**src/rtl/qet_pkg.sv**
```systemverilog
package qet_pkg;

  // Field widths of the two channels and the configuration port.
  localparam int BYTE_W     = 8;
  localparam int KIND_W     = 2;
  localparam int CFG_IDX_W  = 3;
  localparam int CFG_DATA_W = 8;

  // Up to this many results follow from one input byte.
  localparam int MAX_RESULTS = 3;
  localparam int COUNT_W     = $clog2(MAX_RESULTS + 1);

  // Default depth of the plan queue between front and back.
  localparam int QUEUE_DEPTH_DEF = 4;

  // Result kinds.
  localparam logic [KIND_W-1:0] KIND_BYTE      = 2'd0;
  localparam logic [KIND_W-1:0] KIND_TOKEN_END = 2'd1;
  localparam logic [KIND_W-1:0] KIND_LINE_END  = 2'd2;

  // One result as the back end sends it out.
  typedef struct packed {
    logic [KIND_W-1:0] kind;
    logic [BYTE_W-1:0] data;
  } qet_result_t;

  // Everything one input byte causes: a result count and the results in order.
  typedef struct packed {
    logic [COUNT_W-1:0]                  count;
    qet_result_t [MAX_RESULTS-1:0]       slot;
  } qet_plan_t;

endpackage

```
**src/rtl/qet_in_if.sv**
```systemverilog
interface qet_in_if;
  logic                       valid;
  logic                       ready;
  logic [qet_pkg::BYTE_W-1:0] in_byte;

  modport source (output valid, output in_byte, input ready);
  modport sink   (input valid, input in_byte, output ready);
endinterface

```
**src/rtl/qet_out_if.sv**
```systemverilog
interface qet_out_if;
  logic                       valid;
  logic                       ready;
  logic [qet_pkg::KIND_W-1:0] kind;
  logic [qet_pkg::BYTE_W-1:0] out_byte;
  logic                       last;

  modport source (output valid, output kind, output out_byte, output last, input ready);
  modport sink   (input valid, input kind, input out_byte, input last, output ready);
endinterface

```
**src/rtl/quote_escape_tokenizer.sv**
```systemverilog
// Path: an accepted byte's plan goes into the plan queue; the back end then loads each
// result into the output register. Throughput: one input byte per cycle while each byte
// yields at most one result and the output is not stalled. The four-entry plan queue
// absorbs multi-result bursts before input ready drops; resultless bytes queue nothing.
// Reset: synchronous, active low; the parse state clears and the delimiters return to
// space, tab, carriage return and line feed with all four in use. No clearing pass.
module quote_escape_tokenizer #(
  parameter int QUEUE_DEPTH = qet_pkg::QUEUE_DEPTH_DEF
) (
  input  logic                           clk,
  input  logic                           rst_n,
  input  logic                           cfg_we,
  input  logic [qet_pkg::CFG_IDX_W-1:0]  cfg_index,
  input  logic [qet_pkg::CFG_DATA_W-1:0] cfg_data,
  qet_in_if.sink                         in_ch,
  qet_out_if.source                      out_ch
);
  import qet_pkg::*;

  logic      in_fire;
  logic      push;
  logic      pop;
  logic      q_empty;
  logic      q_full;
  qet_plan_t plan;
  qet_plan_t head_plan;

  // The front keeps taking beats while the queue has room.
  assign in_ch.ready = !q_full;
  assign in_fire     = in_ch.valid && in_ch.ready;

  qet_front u_front (
    .clk       (clk),
    .rst_n     (rst_n),
    .cfg_we    (cfg_we),
    .cfg_index (cfg_index),
    .cfg_data  (cfg_data),
    .in_fire   (in_fire),
    .in_byte   (in_ch.in_byte),
    .push      (push),
    .plan      (plan)
  );

  qet_queue #(
    .DEPTH (QUEUE_DEPTH)
  ) u_queue (
    .clk       (clk),
    .rst_n     (rst_n),
    .push      (push),
    .push_plan (plan),
    .pop       (pop),
    .head_plan (head_plan),
    .empty     (q_empty),
    .full      (q_full)
  );

  qet_back u_back (
    .clk        (clk),
    .rst_n      (rst_n),
    .head_valid (!q_empty),
    .head_plan  (head_plan),
    .pop        (pop),
    .out_ch     (out_ch)
  );

  // A zero byte always ends a line, so its beat must queue a plan.
  a_zero_pushes: assert property (@(posedge clk) disable iff (!rst_n)
    (in_fire && (in_ch.in_byte == '0)) |-> push)
    else $error("zero byte accepted without a queued plan");

  // The end of a line is always the last result of its byte.
  a_line_end_last: assert property (@(posedge clk) disable iff (!rst_n)
    (out_ch.valid && (out_ch.kind == KIND_LINE_END)) |-> out_ch.last)
    else $error("line end not marked last");

  // Only token bytes carry a character.
  a_marker_zero: assert property (@(posedge clk) disable iff (!rst_n)
    (out_ch.valid && (out_ch.kind != KIND_BYTE)) |-> (out_ch.out_byte == '0))
    else $error("marker result carries a nonzero byte");

  // A pop only happens on a nonempty queue.
  a_pop_nonempty: assert property (@(posedge clk) disable iff (!rst_n)
    pop |-> !q_empty)
    else $error("queue popped while empty");

endmodule

```
**src/rtl/qet_front.sv**
```systemverilog
module qet_front (
  input  logic                           clk,
  input  logic                           rst_n,
  input  logic                           cfg_we,
  input  logic [qet_pkg::CFG_IDX_W-1:0]  cfg_index,
  input  logic [qet_pkg::CFG_DATA_W-1:0] cfg_data,
  input  logic                           in_fire,
  input  logic [qet_pkg::BYTE_W-1:0]     in_byte,
  output logic                           push,
  output qet_pkg::qet_plan_t             plan
);
  import qet_pkg::*;

  // Parse phases.
  localparam logic [1:0] PH_IDLE   = 2'd0;
  localparam logic [1:0] PH_TOKEN  = 2'd1;
  localparam logic [1:0] PH_QUOTED = 2'd2;

  // Configuration register indexes.
  localparam logic [CFG_IDX_W-1:0] REG_DELIM_0     = 3'd0;
  localparam logic [CFG_IDX_W-1:0] REG_DELIM_1     = 3'd1;
  localparam logic [CFG_IDX_W-1:0] REG_DELIM_2     = 3'd2;
  localparam logic [CFG_IDX_W-1:0] REG_DELIM_3     = 3'd3;
  localparam logic [CFG_IDX_W-1:0] REG_DELIM_COUNT = 3'd4;

  localparam int NUM_DELIMS     = 4;
  localparam int MAX_DELIMITERS = 4;
  localparam int DCNT_W         = 3;

  localparam logic [BYTE_W-1:0] CH_NUL       = 8'h00;
  localparam logic [BYTE_W-1:0] CH_QUOTE     = 8'h22;
  localparam logic [BYTE_W-1:0] CH_BACKSLASH = 8'h5C;

  logic [BYTE_W-1:0] delim_r [NUM_DELIMS];
  logic [DCNT_W-1:0] delim_count_r;

  logic [1:0] phase_r, phase_nxt;
  logic       mtq_r, mtq_nxt;
  logic       esc_r, esc_nxt;
  logic       qp_r, qp_nxt;

  logic [DCNT_W-1:0] eff_count;
  logic              is_delim;
  logic [1:0]        ph_v;
  logic              handled;
  qet_plan_t         plan_v;

  // Append one result to a plan.
  function automatic qet_plan_t plan_put(qet_plan_t p, logic [KIND_W-1:0] k,
                                         logic [BYTE_W-1:0] b);
    qet_plan_t q;
    q = p;
    q.slot[q.count[1:0]].kind = k;
    q.slot[q.count[1:0]].data = (k == KIND_BYTE) ? b : '0;
    q.count = q.count + COUNT_W'(1);
    return q;
  endfunction

  // Configuration registers.
  always_ff @(posedge clk) begin
    if (!rst_n) begin
      delim_r[0]    <= 8'd32;
      delim_r[1]    <= 8'd9;
      delim_r[2]    <= 8'd13;
      delim_r[3]    <= 8'd10;
      delim_count_r <= 3'd4;
    end else if (cfg_we) begin
      unique case (cfg_index)
        REG_DELIM_0:     delim_r[0]    <= cfg_data;
        REG_DELIM_1:     delim_r[1]    <= cfg_data;
        REG_DELIM_2:     delim_r[2]    <= cfg_data;
        REG_DELIM_3:     delim_r[3]    <= cfg_data;
        REG_DELIM_COUNT: delim_count_r <= cfg_data[DCNT_W-1:0];
        default: ;
      endcase
    end
  end

  // Parallel delimiter match; a count above the lane count saturates.
  always_comb begin
    eff_count = (delim_count_r > DCNT_W'(MAX_DELIMITERS)) ? DCNT_W'(MAX_DELIMITERS)
                                                          : delim_count_r;
    is_delim = 1'b0;
    for (int i = 0; i < NUM_DELIMS; i++) begin
      if ((DCNT_W'(i) < eff_count) && (delim_r[i] == in_byte)) begin
        is_delim = 1'b1;
      end
    end
    if (in_byte == CH_NUL) begin
      is_delim = 1'b0;
    end
  end

  // Classify the byte into a plan of results and the next parse state.
  always_comb begin
    phase_nxt = phase_r;
    mtq_nxt   = mtq_r;
    esc_nxt   = esc_r;
    qp_nxt    = qp_r;
    plan_v    = '0;
    handled   = 1'b0;
    ph_v      = phase_r;

    if (esc_r) begin
      // The byte after a backslash is taken literally, except that a zero byte still ends the line.
      esc_nxt = 1'b0;
      if (in_byte == CH_NUL) begin
        if (phase_r != PH_IDLE) begin
          plan_v = plan_put(plan_v, KIND_TOKEN_END, '0);
        end
        plan_v    = plan_put(plan_v, KIND_LINE_END, '0);
        phase_nxt = PH_IDLE;
        mtq_nxt   = 1'b0;
        qp_nxt    = 1'b0;
      end else begin
        plan_v = plan_put(plan_v, KIND_BYTE, in_byte);
        if (phase_r == PH_IDLE) begin
          phase_nxt = PH_TOKEN;
          mtq_nxt   = 1'b0;
        end
      end
    end else begin
      // A quote seen inside a quoted section is either doubled or closing.
      if (qp_r) begin
        qp_nxt = 1'b0;
        if (in_byte == CH_QUOTE) begin
          plan_v  = plan_put(plan_v, KIND_BYTE, CH_QUOTE);
          handled = 1'b1;
        end else begin
          if (mtq_r) begin
            plan_v = plan_put(plan_v, KIND_BYTE, CH_QUOTE);
          end
          ph_v      = PH_TOKEN;
          phase_nxt = PH_TOKEN;
        end
      end

      if (!handled) begin
        unique case (ph_v)
          PH_IDLE: begin
            if (in_byte == CH_NUL) begin
              plan_v = plan_put(plan_v, KIND_LINE_END, '0);
              mtq_nxt = 1'b0;
              qp_nxt  = 1'b0;
            end else if (in_byte == CH_QUOTE) begin
              phase_nxt = PH_QUOTED;
              mtq_nxt   = 1'b0;
            end else if (in_byte == CH_BACKSLASH) begin
              esc_nxt = 1'b1;
            end else if (!is_delim) begin
              plan_v    = plan_put(plan_v, KIND_BYTE, in_byte);
              phase_nxt = PH_TOKEN;
              mtq_nxt   = 1'b0;
            end
          end
          PH_TOKEN: begin
            if (in_byte == CH_NUL) begin
              plan_v    = plan_put(plan_v, KIND_TOKEN_END, '0);
              plan_v    = plan_put(plan_v, KIND_LINE_END, '0);
              phase_nxt = PH_IDLE;
              mtq_nxt   = 1'b0;
              qp_nxt    = 1'b0;
            end else if (in_byte == CH_BACKSLASH) begin
              esc_nxt = 1'b1;
            end else if (in_byte == CH_QUOTE) begin
              plan_v    = plan_put(plan_v, KIND_BYTE, CH_QUOTE);
              mtq_nxt   = 1'b1;
              phase_nxt = PH_QUOTED;
            end else if (is_delim) begin
              plan_v    = plan_put(plan_v, KIND_TOKEN_END, '0);
              phase_nxt = PH_IDLE;
              mtq_nxt   = 1'b0;
            end else begin
              plan_v = plan_put(plan_v, KIND_BYTE, in_byte);
            end
          end
          default: begin
            // Inside a quoted section delimiters are ordinary bytes.
            if (in_byte == CH_NUL) begin
              plan_v    = plan_put(plan_v, KIND_TOKEN_END, '0);
              plan_v    = plan_put(plan_v, KIND_LINE_END, '0);
              phase_nxt = PH_IDLE;
              mtq_nxt   = 1'b0;
              qp_nxt    = 1'b0;
            end else if (in_byte == CH_QUOTE) begin
              qp_nxt = 1'b1;
            end else if (in_byte == CH_BACKSLASH) begin
              esc_nxt = 1'b1;
            end else begin
              plan_v = plan_put(plan_v, KIND_BYTE, in_byte);
            end
          end
        endcase
      end
    end
  end

  // Parse state advances once per accepted beat.
  always_ff @(posedge clk) begin
    if (!rst_n) begin
      phase_r <= PH_IDLE;
      mtq_r   <= 1'b0;
      esc_r   <= 1'b0;
      qp_r    <= 1'b0;
    end else if (in_fire) begin
      phase_r <= phase_nxt;
      mtq_r   <= mtq_nxt;
      esc_r   <= esc_nxt;
      qp_r    <= qp_nxt;
    end
  end

  // Only plans that carry results go into the queue.
  assign plan = plan_v;
  assign push = in_fire && (plan_v.count != '0);

endmodule

```
**src/rtl/qet_queue.sv**
```systemverilog
module qet_queue #(
  parameter int DEPTH = qet_pkg::QUEUE_DEPTH_DEF
) (
  input  logic               clk,
  input  logic               rst_n,
  input  logic               push,
  input  qet_pkg::qet_plan_t push_plan,
  input  logic               pop,
  output qet_pkg::qet_plan_t head_plan,
  output logic               empty,
  output logic               full
);
  import qet_pkg::*;

  localparam int AW = (DEPTH > 1) ? $clog2(DEPTH) : 1;
  localparam int CW = $clog2(DEPTH + 1);

  qet_plan_t       mem_r [DEPTH];
  logic [AW-1:0]   wr_ptr_r, rd_ptr_r;
  logic [CW-1:0]   count_r;

  function automatic logic [AW-1:0] ptr_inc(logic [AW-1:0] p);
    return (p == AW'(DEPTH - 1)) ? '0 : p + AW'(1);
  endfunction

  // Plan storage; entries carry no reset.
  always_ff @(posedge clk) begin
    if (push) begin
      mem_r[wr_ptr_r] <= push_plan;
    end
  end

  // Pointers and fill level.
  always_ff @(posedge clk) begin
    if (!rst_n) begin
      wr_ptr_r <= '0;
      rd_ptr_r <= '0;
      count_r  <= '0;
    end else begin
      if (push) begin
        wr_ptr_r <= ptr_inc(wr_ptr_r);
      end
      if (pop) begin
        rd_ptr_r <= ptr_inc(rd_ptr_r);
      end
      if (push && !pop) begin
        count_r <= count_r + CW'(1);
      end else if (pop && !push) begin
        count_r <= count_r - CW'(1);
      end
    end
  end

  assign head_plan = mem_r[rd_ptr_r];
  assign empty     = (count_r == '0);
  assign full      = (count_r == CW'(DEPTH));

endmodule

```
**src/rtl/qet_back.sv**
```systemverilog
module qet_back (
  input  logic               clk,
  input  logic               rst_n,
  input  logic               head_valid,
  input  qet_pkg::qet_plan_t head_plan,
  output logic               pop,
  qet_out_if.source          out_ch
);
  import qet_pkg::*;

  logic [COUNT_W-1:0] sub_r;
  logic               out_valid_r;
  logic [KIND_W-1:0]  kind_r;
  logic [BYTE_W-1:0]  byte_r;
  logic               last_r;

  logic               load;
  logic               last_slot;
  qet_result_t        cur;

  // Walk the results of the head plan, one per cycle into the output register while the output is not stalled.
  assign load      = head_valid && (!out_valid_r || out_ch.ready);
  assign last_slot = (sub_r == head_plan.count - COUNT_W'(1));
  assign cur       = head_plan.slot[sub_r[1:0]];
  assign pop       = load && last_slot;

  always_ff @(posedge clk) begin
    if (!rst_n) begin
      sub_r       <= '0;
      out_valid_r <= 1'b0;
    end else begin
      if (load) begin
        sub_r       <= last_slot ? '0 : sub_r + COUNT_W'(1);
        out_valid_r <= 1'b1;
      end else if (out_ch.ready) begin
        out_valid_r <= 1'b0;
      end
    end
  end

  // Output payload.
  always_ff @(posedge clk) begin
    if (load) begin
      kind_r <= cur.kind;
      byte_r <= cur.data;
      last_r <= last_slot;
    end
  end

  assign out_ch.valid    = out_valid_r;
  assign out_ch.kind     = kind_r;
  assign out_ch.out_byte = byte_r;
  assign out_ch.last     = last_r;

endmodule

```
**src/flat_wrapper.sv**
```systemverilog
// flat-port wrapper written by rule: the top's interface ports become plain ports
module quote_escape_tokenizer_flat import qet_pkg::*;
#(
  parameter int QUEUE_DEPTH = qet_pkg::QUEUE_DEPTH_DEF
)
  (clk, rst_n, cfg_we, cfg_index, cfg_data, in_ch_valid, in_ch_in_byte, in_ch_ready, out_ch_valid, out_ch_kind, out_ch_out_byte, out_ch_last, out_ch_ready);
  qet_in_if in_ch_i ();
  qet_out_if out_ch_i ();
  input  logic clk;
  input  logic rst_n;
  input  logic cfg_we;
  input  logic [qet_pkg::CFG_IDX_W-1:0] cfg_index;
  input  logic [qet_pkg::CFG_DATA_W-1:0] cfg_data;
  input wire logic [$bits(in_ch_i.valid)-1:0] in_ch_valid;
  input wire logic [$bits(in_ch_i.in_byte)-1:0] in_ch_in_byte;
  output wire logic [$bits(in_ch_i.ready)-1:0] in_ch_ready;
  output wire logic [$bits(out_ch_i.valid)-1:0] out_ch_valid;
  output wire logic [$bits(out_ch_i.kind)-1:0] out_ch_kind;
  output wire logic [$bits(out_ch_i.out_byte)-1:0] out_ch_out_byte;
  output wire logic [$bits(out_ch_i.last)-1:0] out_ch_last;
  input wire logic [$bits(out_ch_i.ready)-1:0] out_ch_ready;
  assign in_ch_i.valid = in_ch_valid;
  assign in_ch_i.in_byte = in_ch_in_byte;
  assign in_ch_ready = in_ch_i.ready;
  assign out_ch_valid = out_ch_i.valid;
  assign out_ch_kind = out_ch_i.kind;
  assign out_ch_out_byte = out_ch_i.out_byte;
  assign out_ch_last = out_ch_i.last;
  assign out_ch_i.ready = out_ch_ready;
  quote_escape_tokenizer #(.QUEUE_DEPTH(QUEUE_DEPTH)) u_core (.clk(clk), .rst_n(rst_n), .cfg_we(cfg_we), .cfg_index(cfg_index), .cfg_data(cfg_data), .in_ch(in_ch_i), .out_ch(out_ch_i));
endmodule
```
**config.mk**
```make
export PLATFORM = sky130hd
export DESIGN_NAME = quote_escape_tokenizer_flat
export DESIGN_NICKNAME = d
export VERILOG_FILES = /design/src/rtl/qet_pkg.sv /design/src/rtl/qet_in_if.sv /design/src/rtl/qet_out_if.sv /design/src/rtl/quote_escape_tokenizer.sv /design/src/rtl/qet_front.sv /design/src/rtl/qet_queue.sv /design/src/rtl/qet_back.sv /design/src/flat_wrapper.sv
export SDC_FILE = /design/constraint.sdc
export NUM_CORES = 1
export LEC_CHECK = 0
export ABC_AREA = 1
export BUFFER_PORTS_ARGS = -buffer_cell sky130_fd_sc_hd__buf_2
export CORE_UTILIZATION = 50
export CTS_CLUSTER_SIZE = 28
export DETAILED_ROUTE_END_ITERATION = 12
export GPL_ROUTABILITY_DRIVEN = 0
export PLACE_DENSITY = 0.78
export SLEW_MARGIN = 5
export SYNTH_ARGS = -nofsm -noshare
export SYNTH_HDL_FRONTEND = slang
export SYNTH_HIERARCHICAL = 1
export SYNTH_SLANG_ARGS = --single-unit
```
**constraint.sdc**
```tcl
create_clock -name clk -period 6.25 [get_ports clk]
set_input_delay 0 -clock clk [delete_from_list [all_inputs] [get_ports clk]]
set_output_delay 0 -clock clk [all_outputs]
set_load 0.01 [all_outputs]
```
==> flow_summary.ini <==
[timing]
period_minus_slack_ns = 3.49
finalMaxSlewViolations = 0
rsz0062_at_grt = false
setup_viol = 0
finalHoldViolations = 0
setup_tns_ns = 0
max_slew_margin_pct = 44.5
max_freq_mhz = 286
worstMarginPinSlew_ns = 0.825
finClkSkew_ns = 0.0136
period_share_pct = 55.9

[yosys]
netlist_area_mm2 = 0.00922
netlist_instances = 939
ys_seq_elements = 191
synth_xor_area_share_pct = 1.23
synth_top_family_by_area = simple AND/OR/NAND/NOR gates
syn_area_per_cell_um2 = 9.82
synth.area.mux_share_pct = 0
seq_area_frac_synth_pct = 60.0
synth_compound_area_share_pct = 9.93
synthAdderAreaFrac_pct = 1.57
synthSimpleGateAreaFrac_pct = 19.4
yosys_warnings = 6
yosysUniqueCellTypes = 43

[cts]
clk_path_buf_depth = 2
clk_pin_slew_worst_paths_ns = 0.07
root_buffer = clkbuf_16
cts_sinks = 191
clk_latency_ns = 0.43
cts_setup_buffers = 0
cts_tree = done
cts_buffers = 17
h-tree-depth = 4

[final_layout]
drive_gt1_share_pct = 11.6
num_antenna_cells = 0
fin_area_mm2 = 0.0101
register_area_mm2 = 0.00554
area_delta_synth_final_pct = 10.0
fill_cells = 1541
fin_nets = 1015
multiInputGateArea_mm2 = 0.00300

[critical_path]
crit_chain = inv_1 > nand2_1 > nand2_1 > nor2_1 > inv_1 > nor2_1 > nand2_1 > nand2_2 > inv_2 > nand2_4 > nand2_4 > ha_1 > nand2_1 > a21oi_1 > nor3_1 > a21oi_2 > o21ai_1 > inv_1 > nand2_1 > inv_1 > buf_4
max_stage_delay_ns = 0.41
path_depth = 21
critical_path_buf_inv_count = 6
cp_top_family = buffers and inverters
crit_type = register to register
crit_path_max_fanout = 19
reg2regPathDepth = 21
worst-r2r-setup-slack_ns = 2.76
endpoint_kind = register
cp_slowest_cell = inv_1
crit_required_ns = 6.35
crit_arrival_ns = 3.60
path_common_cell = nand2_1
crit_path_start_kind = register

[power_and_ir_drop]
p_per_area_mw_per_mm2 = 358
max-vdd-ir-drop_mv = 0.352
leakage_nw = 4.09

[drt]
ant_nets = 0
vias_per_cell = 5.43
routed_wl_um = 20200
post_drt_wl_per_cell_um = 16.5
drc_errors = 0
vias = 6635
dr.pass1.iters = 5
first_iter_violations = 653

[grt]
track_usage_pct = 23.1
grt_overflow = 0
grt_start_max_net_pins = 65
grt_pass1_vias = 6600
antenna_found_initial = 0
grt_pass1_wl_um = 32700

[placement]
io_buffers = 36
dpl_cell_area_mm2 = 0.00946
hpwl_um = 13200

[job]
max_cap_violations = 0

[floorplanning]
rows = 49
core-area_mm2 = 0.0180
fp.dieW_um = 138
ioPinCount = 37
die_area_mm2 = 0.0190
initial_core_util_pct = 51.2
die_h_um = 138

[outcome]
status = complete, no violations

[worst_hold_path]
hold_path_depth = 3
min_path_type = input port to register
[Yosys cell counts (all sizes together)]
master  number  area (µm²)
a31oi        1        6.26
inv        102         398
nor3        13        76.3
nor2       186         752
clkbuf       1        3.75
edfxtp     171        5130
xnor2        7        61.3
nand2      155         634
nand3       45         248
a21oi       19         103
conb         1        3.75
a41oi        1        16.3
o211ai       4        30.0
and2         1        6.26
o22ai       33         206
nand4        6        37.5
clkinv       2        8.75
o21ai      107         547
a21boi       1        7.51
ha          10         125
nor4         3        18.8
buf         41         310
fa           1        20.0
dfxtp       20         400
xor2         6        52.6
nand3b       2        15.0
[worst reg2reg max path: cells and delay by family (launching register included)]
family | cells | cell delay [ns]
and+or+nand+nor | 11 | 0.90
AOI/OAI and AO/OA | 3 | 0.47
buffers and inverters | 6 | 1.13
adders and majority gates | 1 | 0.29
DFF | 1 | 0.36
[cell type report]
cell class,count,area share (%)
Clock buffer,23,4.82
Multi-Input combinational cell,610,29.5
Clock inverter,9,0.690
Tap cell,229,2.82
Sequential cell,191,54.6
Inverter,104,4.01
Timing Repair Buffer,56,3.58
[report_power, final]
group	switching (W)	internal (W)	total [W]
Combinational	0.000637	0.000288	0.000925
Clock	0.000465	0.000561	0.00103
Sequential	0.0000790	0.00160	0.00168
Total	0.00118	0.00245	0.00363
[timing repair]
action | CTS | global route
hold buffers | 13 | 0
gates resized for setup | 0 | 0
endpoints found under the hold margin | 33 | 0
endpoints found under the setup margin | 0 | 0
[worst paths after layout]
| check | from | to |
|---|---|---|
| setup / recovery | u_core/u_front/delim_r[3][1]$_SDFFCE_PN1P_ | u_core/u_queue/mem_r[2][12]$_DFFE_PP_ |
| hold / removal | cfg_we | u_core/u_front/delim_count_r[2]$_SDFFE_PN1P_ |
| setup reg to reg | u_core/u_front/delim_r[3][1]$_SDFFCE_PN1P_ | u_core/u_queue/mem_r[2][12]$_DFFE_PP_ |
| hold reg to reg | u_core/u_queue/wr_ptr_r[1]$_SDFFE_PN0P_ | u_core/u_queue/wr_ptr_r[1]$_SDFFE_PN0P_ |
[kinds of logic after synthesis]
group	after synthesis
flops	191
simple gates	411
fa+ha+maj	11
buf+inv	146
other cells	1
xor+xnor	13
compound gates	166
[state kept, by name (all words and copies together), names as in the netlist, named ones only]
name                           flops
u_core/u_queue/mem_r             128
u_core/u_front/delim_r            32
u_core/u_back/out_ch.out_byte      8
u_core/u_front/delim_count_r       3
u_core/u_queue/count_r             3
u_core/u_back/out_ch.kind          2
u_core/u_back/sub_r                2
u_core/u_front/phase_r             2
u_core/u_queue/rd_ptr_r            2
u_core/u_queue/wr_ptr_r            2
u_core/u_back/out_ch.last          1
u_core/u_back/out_ch.valid         1
u_core/u_front/esc_r               1
u_core/u_front/mtq_r               1
u_core/u_front/qp_r                1
[routing by layer]
metal	share of wire, %	vias up	global-route usage [%]
li1	-	3239	-
met1	42	3115	29.0
met2	50	248	39.3
met3	5.8	33	4.89
met4	1.7	0	8.45
met5	0	-	0
[placed cells by master, fill, tap and decap left out, types with 3 or more instances in the layout]
master / synthesis / routed
nor2_1: 176 / 176
clkbuf_1: 1 / 3
xnor2_1: 7 / 7
nand2_1: 146 / 146
o211ai_1: 4 / 4
clkinv_2: 1 / 3
inv_2: 10 / 10
nor2_4: 3 / 3
dlygate4sd3_1: 0 / 13
nor4_1: 3 / 3
o21ai_0: 63 / 63
inv_1: 88 / 88
o21ai_1: 43 / 43
ha_1: 10 / 10
buf_2: 14 / 36
dfxtp_1: 20 / 19
nor2_2: 6 / 6
nand4_1: 6 / 6
inv_6: 0 / 3
nand2_2: 3 / 3
clkbuf_16: 0 / 18
nor3_1: 12 / 12
conb_1: 1 / 9
xor2_1: 6 / 6
o22ai_1: 33 / 33
buf_4: 17 / 7
nand2_4: 6 / 6
nand3_1: 42 / 42
inv_4: 3 / 4
a21oi_1: 17 / 17
edfxtp_1: 171 / 171
[stage by stage]
step	utilization (%)	hold WS [ns]	instances	total power, W	setup slack, ns
5_1_grt	56.3	0.0437	1222	0.00384	2.38
3_3_place_gp	52.5	0.291	1177	0.00259	2.87
4_1_cts	56.3	0.000293	1222	0.00364	2.76
3_5_place_dp	52.5	0.302	1177	0.00262	2.83
2_1_floorplan	-	0.121	947	0.00239	3.32
6_report	56.3	0.0399	1222	0.00363	2.76
No activity file was read; power rests on OpenSTA's default activity.
